==> config.mk <==
export PLATFORM = sky130hd
export DESIGN_NAME = osm_cell
export DESIGN_NICKNAME = d
export VERILOG_FILES = /design/src/design/osm_pkg.sv /design/src/design/osm_cell.sv
export SDC_FILE = /design/constraint.sdc
export NUM_CORES = 1
export LEC_CHECK = 0
export BUFFER_PORTS_ARGS = -buffer_cell sky130_fd_sc_hd__buf_4
export CAP_MARGIN = 10
export CORE_MARGIN = 2
export CORE_UTILIZATION = 50
export DETAILED_ROUTE_END_ITERATION = 8
export PLACE_DENSITY = 0.82
export SLEW_MARGIN = 30
export SYNTH_ARGS = -nofsm -noshare
export SYNTH_HDL_FRONTEND = slang
export SYNTH_SLANG_ARGS = --single-unit
==> constraint.sdc <==
create_clock -name clk -period 4.16 [get_ports clk]
set_input_delay 0.624 -clock clk [delete_from_list [all_inputs] [get_ports clk]]
set_output_delay 0.624 -clock clk [all_outputs]
set_load 0.05 [all_outputs]
==> src/design/osm_pkg.sv <==
// osm_pkg: shared types and constants for the order statistic multiset.
// Holds the transfer structs, the sequencer state type and the cell control struct.
// No dependencies.
package osm_pkg;

  localparam int CAPACITY_DEF   = 256;
  localparam int VALUE_BITS_DEF = 31;

  // fixed field widths of the transfer structs
  localparam int VAL_W   = 31;
  localparam int RANK_W  = 8;
  localparam int COUNT_W = 9;

  localparam logic KIND_INSERT = 1'b0;
  localparam logic KIND_DELETE = 1'b1;

  typedef struct packed {
    logic               kind;
    logic [VAL_W-1:0]   value;
    logic [RANK_W-1:0]  rank;
  } in_item_t;

  typedef struct packed {
    logic [VAL_W-1:0]   kth_value;
    logic               rank_valid;
    logic               insert_dropped;
    logic               delete_found;
    logic [COUNT_W-1:0] element_count;
  } out_item_t;

  // update strobes broadcast to every cell
  typedef struct packed {
    logic ins_en;
    logic del_en;
  } cell_ctl_t;

  typedef enum logic [1:0] {
    ST_IDLE,
    ST_EXEC,
    ST_SEL
  } state_t;

endpackage

==> src/design/osm_cell.sv <==
// osm_cell: one slot of the sorted cell row.
// Holds one value; shifts right on insert, left on delete. Uses osm_pkg.
module osm_cell #(
  parameter int VALUE_BITS = 31
) (
  input  logic                  clk,
  input  osm_pkg::cell_ctl_t    ctl,
  input  logic [VALUE_BITS-1:0] key,
  input  logic                  occ,
  input  logic                  at_end,
  input  logic                  left_pos,
  input  logic [VALUE_BITS-1:0] left_val,
  input  logic [VALUE_BITS-1:0] right_val,
  output logic [VALUE_BITS-1:0] val,
  output logic                  pos,
  output logic                  eq
);
  import osm_pkg::*;

  logic [VALUE_BITS-1:0] val_r;
  logic [VALUE_BITS-1:0] val_nxt;
  logic                  ge;

  assign ge  = val_r >= key;
  assign eq  = occ && (val_r == key);
  // at or past the insertion point (first slot holding a larger value, or first free)
  assign pos = at_end || (occ && (val_r > key));
  assign val = val_r;

  always_comb begin
    val_nxt = val_r;
    if (ctl.ins_en && pos) begin
      val_nxt = left_pos ? left_val : key;
    end else if (ctl.del_en && occ && ge) begin
      val_nxt = right_val;
    end
  end

  always_ff @(posedge clk) begin
    val_r <= val_nxt;
  end

endmodule
Word level (Yosys, flattened, before mapping)
Index checks and enable logic that the tools add are counted.
{"block": "op_classes", "n_addsub": 0, "mul": 0, "n_div": 0, "magnitude_cmp": 2, "eq_ne": 1, "shift": 0, "n_mux": 3, "bitwise_logic": 0, "reduce_logical": 7}
{"cell": "2-to-1 mux 31 bit", "n": 3}
{"cell": "equality test 31 bit", "n": 1}
{"cell": ">= comparator 31 bit", "n": 1}
{"cell": "> comparator 31 bit", "n": 1}
{"cell": "logical AND 1 bit", "n": 5}
{"cell": "nonzero test 2 bit", "n": 1}
{"cell": "logical OR 1 bit", "n": 1}
{"block": "totals", "regBits": 31, "latchBits": 0, "mem_bits_rw": 0, "rom_bits": 0, "input_bits": 99, "output_inout_bits": 33, "word_cells": 14, "memories": 0}

Depth between registers and ports, before layout
Gate-level depths: netlist of run 1.
{"block": "depth", "word_depth": 5, "ltp_mapped": 10, "ltp_nobuf": 8}

Worst setup path before layout of run 1
OpenSTA, ideal clock, no wires.
{"block": "synth_path", "path_kind": "flip-flop to flip-flop", "start": "register val_r[26] (netlist: val[26])", "end": "register val_r[0] (netlist: val[0]), enable pin", "setup_time_ns": 0.400, "arrival_time_ns": 3.073, "slack_ns": 0.687, "stages_incl_launch_ff": 9, "path_buffers": 2, "cell_sequence": "edfxtp_1 > ha_1 > nand4_2 > nor4_4 > o41ai_4 > and2_1 > buf_6 > buf_6 > o221ai_2"}
{"block": "synth_between", "elab_chain_len": 5}
{"item": "start, declared", "line_no": "osm_cell.sv:20", "rtl": "logic [VALUE_BITS-1:0] val_r;"}
{"item": "start signal, assigned", "line_no": "osm_cell.sv:40", "rtl": "val_r <= val_nxt;"}
{"item": "> comparator 31 bit", "line_no": "osm_cell.sv:27", "rtl": "assign pos = at_end || (occ && (val_r > key));"}
{"item": "logical AND 1 bit", "line_no": "osm_cell.sv:27"}
{"item": "logical OR 1 bit", "line_no": "osm_cell.sv:27"}
{"item": "logical AND 1 bit", "line_no": "osm_cell.sv:32", "rtl": "if (ctl.ins_en && pos) begin"}
{"item": "nonzero test 2 bit (no line) (*)"}
Every way passes the cells marked *; elsewhere a longest branch is shown, timed or not.
A chain may end at the register's enable or synchronous reset.

Final worst setup path of run 1
{"block": "layout_path", "start": "input key[26]", "end": "output pos"}
{"block": "layout_between", "elab_chain_len": 3}
{"item": "start, declared", "line_no": "osm_cell.sv:8", "rtl": "input logic [VALUE_BITS-1:0] key,"}
{"item": "> comparator 31 bit", "line_no": "osm_cell.sv:27"}
{"item": "logical AND 1 bit", "line_no": "osm_cell.sv:27"}
{"item": "logical OR 1 bit", "line_no": "osm_cell.sv:27"}
{"item": "end, declared", "line_no": "osm_cell.sv:15", "rtl": "output logic pos,"}
Every way passes these cells.

==> metrics, run 1 <==
die height 86.12 um; hold_sp right_val[0]; outcome completed; Overflow after GRT 0; Fin Setup TNS 0 ns; share of layout cells above drive strength 1 36.19%; Synth top cells by count nand2_1, a21oi_1, nor2_1; Starting DRT DRC Count 316; die footprint 7417 um2; Crit Path Class in -> out; Data required, critical path 3.54 ns; max FFs per register 31; Clock transition at path regs 0.07 ns; Final Hold Viols 0; Final period util 80.47%; syn_nets 527; DRT Pass-1 Iters 5; Num CTS Buffers 5; largest stage delay on the critical path 0.38 ns; Slew @ Worst Pin 0.6641 ns; DR vias/cell 6.002; Post-Syn Area 3372 um2; post-CTS sizing 0; HP Class in -> reg; die width 86.12 um; Peak VDD IR 0.2032 mV; first-pass GRT wire length 16.04 mm; delay-heaviest family, CP buffers and inverters; Top FF cell, synth edfxtp_1; RSZ-0062 raised after global routing false; core area 6422 um2; vias in the first global route 3478; startpoint types input pin; IO Port Bufs 131; ranking of synthesized cells by area edfxtp_1, ha_1, a211oi_2; crit path launch key[26]; multi-input logic area 2200 um2; EDFF count, synth 31; Clock Sinks 31; root buffer selected by CTS clkbuf_8; initial antenna violation count 0; top-area cell type share of the netlist area 27.61%; Final nets 643; P per Cell Area 320.1 nW/um2; hold_buf cts 0; max_cap viols 0; worst-path cell chain buf_4 > inv_1 > ha_1 > nand4_2 > nor2_1 > a221oi_1 > nor3b_4 > buf_4 > nand2_1 > a21o_1 > buf_4; Inserted Diodes 0; area grow syn2layout 33.06%; Worst Setup End Kind output pin; DR DRC count 0; via count 3547; htree depth 2; clk_skew 0.008918 ns; largest net degree at the start of global routing 36; dpl hpwl 7.508 mm; f_max 0.2987 GHz; storage element area 930.9 um2; TritonCTS clock tree built; Final GP Congestion 0.8829; Max-slew headroom 55.72%; register area share after synthesis 27.61%; Slew Viols, Final 0; Worst R2R Start val[13]; Worst Path Buf+Inv 4; final setup violation count 0; Synth Warn # 0; Tot GR Track Use 27.17%; drt wl/cell 17.27 um; Post-Syn Instances 397; cell type with the largest total area after synthesis edfxtp_1; largest fanout on the critical path 32; Worst Hold Slack 0.7595 ns; WP data arrival 2.72 ns; fillcell total 494; setup bufs post-CTS 0; largest buffer count on any clock path 2; ys async rst share 0%; post-synthesis average cell area 8.494 um2; I/O pins 132; library cells used by synthesis 34; Initial Util 52.50%; WL final 10.21 mm; Leak 2.061 nW; Yosys reg bits 31; most frequent cell after synthesis nand2_1; clock latency at the later pin of the worst-skew pair 0.29 ns; Final ANT Viol Nets 0; CP max stage cell buf_4; Cell Rows 29; Critical Path Most Common Cell buf_4; fin crit period 3.348 ns
## cell families (layout without fill, tap and decap cells)
logic type,after synthesis,in the layout,synth area share (%)
simple gates,124,124,17.07
flops,31,31,27.61
fa+ha+maj,31,31,11.50
compound gates,121,121,26.75
mux,31,31,9.202
buf+inv,59,176,7.866
## layout by cell type (no fill, tap or decap), drive strengths merged, types with 3 or more instances in the layout
master,n
nor2,34
a21o,4
a211oi,32
buf,137
nand2,69
edfxtp,31
nor4,3
inv,31
nand4,7
a21oi,44
mux2i,31
nand3,6
ha,31
clkbuf,5
o21ai,33
## final timing paths
| path | endpoint | slack (ns) | cells after the start |
|---|---|---|---|
| setup reg to reg | val[15] | 1.32 | 8 |
| hold reg to reg | val[30] | 1.32 | 5 |
| setup / recovery | pos | 0.81 | 11 |
| hold / removal | val[0] | 0.76 | 3 |
## metrics by stage
step	cell area (um2)	cells	util, %	setup WS [ns]	total power (W)
floorplan	3372	397	-	0.6868	0.0009151
global placement	4363	582	67.93	0.8962	0.001117
detailed placement	4379	583	68.19	0.8896	0.001141
CTS	4487	591	69.86	0.8329	0.001432
global route	4487	591	69.86	0.6977	0.001501
finish	4487	591	69.86	0.8124	0.001436
## where the power goes
part | total (W) | internal, W | switching [W]
clock | 0.000294 | 0.000175 | 0.000118
sequential | 0.000440 | 0.000410 | 0.0000298
combinational | 0.000703 | 0.000258 | 0.000445
## tightest hold or removal path: cells and delay by family
| family | cells | cell delay [ns] |
|---|---|---|
| AND/OR/NAND/NOR | 1 | 0.07 |
| buffers and inverters | 1 | 0.11 |
| AO/OA/AOI/OAI | 1 | 0.07 |
## per-layer routing
layer	share of wire, %	GRT usage (%)
met5	0	0
met4	2.2	9.091
met3	8.1	3.465
met2	52	49.05
met1	38	33.17
## final cells by class
class	instances	share of cell area (%)
well taps	77	2.147
multi-input cells	307	49.02
clock buffers	5	1.534
clock inverters	3	0.8645
inverters	31	2.593
repair buffers	137	23.09
flip-flops and latches	31	20.75
(Power assumes the default switching activity.)
==> inputs of run 2 (changes only) <==
Clock period 4.16 ns to 3.5 ns, I/O delays scaled along.
==> run 2 against run 1 <==
Non-clock buffer count up 1. Utilization decreased by 0.37 points. Global-route usage down 0.36 points. Register-to-register slack got worse by 0.58 ns. Clock-buffer cell count is the same. Routed wire length down 1.2%. Via count is 1.8% lower. Clock skew shrank 0.00078 ns. Critical path depth is 2 lower. Sequential share of layout area rose by 0.11 points. Critical path type is now reg -> out.
==> metrics, run 2 (same netlist as run 1, synthesis figures left out) <==
outcome completed; switch share 42.86% (+1.6 points); clk_skew 0.008136 ns (-0.0007825 ns); vias in the first global route 3349 (-3.7%); share of layout cells above drive strength 1 35.99% (-0.19 points); Peak VDD IR 0.2199 mV (+8.2%); Clock transition at path regs 0.07 ns (about the same); Slew @ Worst Pin 0.6013 ns (-0.06285 ns); fillcell total 528 (+6.9%); most frequent cells in the layout buf_4, nand2_1, a21oi_1, nor2_1; max_cap viols 0 (unchanged); Seq pwr share 32.2% (+1.6 points); Switching Power 0.0006948 W (+17%); clock latency at the later pin of the worst-skew pair 0.28 ns (about the same); cell count of the worst reg-to-reg path 7 (-1); post-CTS sizing 0 (unchanged); die width 86.12 um (unchanged); Comb power frac 51.4% (+2.4 points); Worst R2R Start val[30]; HP Class in -> reg; multi-input logic area 2198 um2 (about the same); Final GP Congestion 0.8608 (-2.5%); startpoint types flip-flop; root buffer selected by CTS clkbuf_8; Worst Hold Slack 0.6757 ns (-0.08388 ns); Tot GR Track Use 26.80% (-0.36 points); Hold Path Sink val[4]; initial antenna violation count 0 (unchanged); WP data arrival 2.70 ns (-0.02 ns); core area 6422 um2 (unchanged); Clock power frac 16.5% (-3.9 points); Crit Path Class reg -> out; Data required, critical path 2.97 ns (-0.57 ns); setup bufs post-CTS 0 (unchanged); TritonCTS clock tree built; htree depth 2 (unchanged); WL final 10.09 mm (-1.2%); dpl hpwl 7.445 mm (-0.84%); first-pass GRT wire length 15.79 mm (-1.5%); DR DRC count 0 (unchanged); Cell Rows 29 (unchanged); FF-to-FF setup slack 0.74 ns (-0.58 ns); P per Cell Area 363.2 nW/um2 (+13%); RSZ-0062 raised after global routing false; via count 3484 (-1.8%); Leak 2.051 nW (-0.47%); f_max 0.3098 GHz; Final Hold Viols 0 (unchanged); Initial Util 52.50% (unchanged); RR Endpoint val[23]; largest net degree at the start of global routing 36 (unchanged); die height 86.12 um (unchanged); area grow syn2layout 32.36%; most common cell after layout, fill and taps aside buf_4; Clock Sinks 31 (unchanged); Worst Setup End Kind output pin; Overflow after GRT 0 (unchanged); Num CTS Buffers 5 (unchanged); largest buffer count on any clock path 2 (unchanged); Hold Path Cell Cnt 3 (unchanged); Final ANT Viol Nets 0 (unchanged); drt wl/cell 17.07 um (-1.2%); Fin Setup TNS 0 ns (unchanged); fin crit period 3.227 ns; storage element area 930.9 um2 (unchanged); largest fanout on the critical path 32 (unchanged); Max-slew headroom 59.91% (+4.2 points); hold_buf cts 0 (unchanged); Starting DRT DRC Count 198 (-37%); hold_sp right_val[4]; die footprint 7417 um2 (unchanged); DR vias/cell 5.895 (-1.8%); Inserted Diodes 0 (unchanged); internal power 0.0009262 W (+9.8%); final setup violation count 0 (unchanged); I/O pins 132 (unchanged); max FFs per register 31 (unchanged); DRT Pass-1 Iters 6 (+1); IO Port Bufs 131 (unchanged); Slew Viols, Final 0 (unchanged); Final nets 644 (+0.16%); Final period util 92.21%
## run 2: cell types whose count changed in the layout (fill, tap and decap cells not counted), sizes merged
| cell | change |
|---|---|
| buf | +1 |
| bufinv | -1 |
## run 2: layer usage
| metal | global-route usage [%] | share of wire, % | wire length (um) |
|---|---|---|---|
| met4 | 8.081 | 1.8 | 183 |
| met2 | 46.23 | 50 | 5002 |
| met1 | 33.69 | 40 | 4009 |
| met3 | 5.390 | 8.8 | 892 |
| met5 | 0 | 0 | 0 |
## run 2: worst max path at each step
| stage | from | endpoint | cells past startpoint | slack [ns] |
|---|---|---|---|---|
| finish | val[4] | pos | 9 | 0.27 |
| global route | val[29] | pos | 9 | 0.1 |
| CTS | val[4] | pos | 9 | 0.28 |
| detailed placement | key[4] | pos | 11 | 0.33 |
| global placement | key[22] | val[20] | 8 | 0.35 |
| floorplan | val[26] | val[0] | 8 | 0.03 |
## run 2: final cells by class
class / count / area share (%)
timing repair buffer: 138 / 23.38
clock buffer: 5 / 1.542
multi-input combinational: 307 / 49.26
inverter: 31 / 2.607
tap: 77 / 2.159
clock inverter: 2 / 0.1962
sequential: 31 / 20.86
## run 2: worst max-delay path: stages, from the launching register on
cell      delay [ns]
edfxtp_1        0.42
ha_1            0.32
a211oi_1        0.21
nor2_1          0.07
o31a_1          0.29
o41ai_4         0.23
buf_4           0.40
nand2_1         0.09
a21o_1          0.19
buf_4           0.19
## run 2: per-stage QoR
step           power [W]  utilization (%)  setup slack (ns)  cells  instance area [um2]
2_1_floorplan   0.001088                -           0.02680    397                 3372
3_3_place_gp    0.001328            68.05            0.3539    583                 4370
3_5_place_dp    0.001358            68.28            0.3276    584                 4385
4_1_cts         0.001620            69.49            0.2781    591                 4463
5_1_grt         0.001701            69.49           0.09782    591                 4463
6_report        0.001621            69.49            0.2725    591                 4463
## run 2: power groups by stage
stage          Sequential [W]  Combinational, W  Clock, W
2_1_floorplan        0.000703          0.000385         0
3_3_place_gp         0.000529          0.000799         0
3_5_place_dp         0.000529          0.000829         0
4_1_cts              0.000522          0.000831  0.000268
5_1_grt              0.000526          0.000886  0.000288
6_report             0.000522          0.000833  0.000267
==> inputs of run 3 (changes only) <==
Settings changed: MAX_ROUTING_LAYER from default to met4.
Clock period 3.5 ns to 4 ns, I/O delays scaled along.
==> run 3 against run 2 <==
Die area did not move. Via count is essentially flat. Critical path type is now in -> out. Largest cell class unchanged. Worst hold slack improved by 0.060 ns.
==> metrics, run 3 (same netlist as run 1, synthesis figures left out) <==
outcome completed; Slew Viols, Final 0 (unchanged); first-pass GRT wire length 16.00 mm (+1.3%); Cell Rows 29 (unchanged); hold_buf cts 0 (unchanged); Final Util 69.65% (+0.16 points); IO Port Bufs 131 (unchanged); Slew @ Worst Pin 0.5785 ns (-0.02278 ns); Place WS 0.6951 ns (+0.3675 ns); f_max 0.2998 GHz; max_cap viols 0 (unchanged); crit path to pos; dpl hpwl 7.727 mm (+3.8%); crit path launch key[29]; Initial Util 52.50% (unchanged); Max-slew headroom 61.43% (+1.5 points); I/O pins 132 (unchanged); WL final 10.22 mm (+1.3%); fin worst setup slack 0.6642 ns (+0.3917 ns); clock latency at the later pin of the worst-skew pair 0.29 ns (about the same); Peak VDD IR 0.1866 mV (-15%); RSZ-0062 raised after global routing false; most frequent cells in the layout buf_4, nand2_1, a21oi_1, nor2_1; Crit Path Class in -> out; Num CTS Buffers 5 (unchanged); WP data arrival 2.74 ns (+0.04 ns); DRT Pass-1 Iters 5 (-1); Clock Sinks 31 (unchanged); largest buffer count on any clock path 2 (unchanged); core area 6422 um2 (unchanged); die footprint 7417 um2 (unchanged); drt wl/cell 17.20 um (+0.77%); initial antenna violation count 0 (unchanged); fin crit period 3.336 ns; die height 86.12 um (unchanged); GR Util met2 48.06% (+1.8 points); root buffer selected by CTS clkbuf_8; cell count of the worst reg-to-reg path 9 (+2); Inserted Diodes 0 (unchanged); P per Cell Area 319.0 nW/um2 (-12%); vias in the first global route 3363 (+0.42%); RR Endpoint val[28]; share of layout cells above drive strength 1 35.98% (about the same); TritonCTS clock tree built; Fin Setup TNS 0 ns (unchanged); Final Hold Viols 0 (unchanged); DR vias/cell 5.870 (-0.42%); htree depth 2 (unchanged); Final ANT Viol Nets 0 (unchanged); die width 86.12 um (unchanged); Final period util 83.40%; HP Class in -> reg; met1 global-route usage 34.51% (+0.82 points); max FFs per register 31 (unchanged); largest net degree at the start of global routing 36 (unchanged); Final nets 646 (+0.31%); area grow syn2layout 32.65%; Data required, critical path 3.40 ns (+0.43 ns); Worst Setup End Kind output pin; setup bufs post-CTS 0 (unchanged); Starting DRT DRC Count 300 (+52%); Most Used Layer, Global Route met2; Overflow after GRT 0 (unchanged); Tot GR Track Use 28.05% (+1.2 points); clk_skew 0.002793 ns (-0.005342 ns); DR DRC count 0 (unchanged); Worst R2R Start val[4]; FF-to-FF setup slack 0.99 ns (+0.25 ns); Clock transition at path regs 0.06 ns (about the same); Hold Path Cell Cnt 3 (unchanged); via count 3487 (+0.086%); final setup violation count 0 (unchanged); Final GP Congestion 0.8767 (+1.8%); startpoint types input pin; largest fanout on the critical path 32 (unchanged); Leak 2.057 nW (+0.27%); met3 Use GR 3.754% (-1.6 points); most common cell after layout, fill and taps aside buf_4; post-CTS sizing 0 (unchanged)
run 3: changes by cell type in the layout (fill, tap and decap cells not counted):
cell,change
buf_4,+3
clkinv_2,-1
clkbuf_1,+1
clkinv_1,+1
buf_8,-1
run 3: critical path, cell delays in order:
cell	delay [ns]
buf_4	0.09
inv_1	0.05
ha_1	0.35
a21oi_1	0.19
nand2_1	0.08
a221oi_1	0.29
nor3b_4	0.25
buf_4	0.37
nand2_1	0.10
a21o_1	0.18
buf_4	0.19
run 3: cell type report:
cell class / count / area (um2)
multi-input cells: 307 / 2198
fillers: 504 / 1949
repair buffers: 140 / 1051
flip-flops and latches: 31 / 930.9
inverters: 31 / 116.4
well taps: 77 / 96.34
clock buffers: 6 / 72.57
clock inverters: 2 / 7.507
run 3: stage by stage:
stage               hold WS, ns  instance area, um2  power [W]  std cells
floorplan                0.9069                3372  0.0009517        397
global placement          1.031                4393   0.001164        586
detailed placement        1.041                4393   0.001186        586
CTS                      0.7383                4473   0.001426        594
global route             0.7323                4473   0.001494        594
finish                   0.7357                4473   0.001427        594
run 3: worst min path at each step:
stage / startpoint / endpoint
floorplan: right_val[0] / val[0]
global placement: right_val[0] / val[0]
detailed placement: right_val[0] / val[0]
CTS: right_val[0] / val[0]
global route: right_val[0] / val[0]
finish: right_val[0] / val[0]
run 3: routing by layer:
layer  vias up  wire, um  part of all wire (%)
li1       1668         -                     -
met1      1596      4021                    39
met2       204      5159                    50
met3        19       837                   8.2
met4         0       199                   1.9
met5         -         0                     0
run 3: where the power goes:
| part | total (W) | leakage (nW) | switching, W | internal [W] |
|---|---|---|---|---|
| registers | 0.000456 | 0.300 | 0.0000298 | 0.000426 |
| logic | 0.000729 | 1.72 | 0.000462 | 0.000268 |
| clock network | 0.000242 | 0.0403 | 0.000123 | 0.000119 |
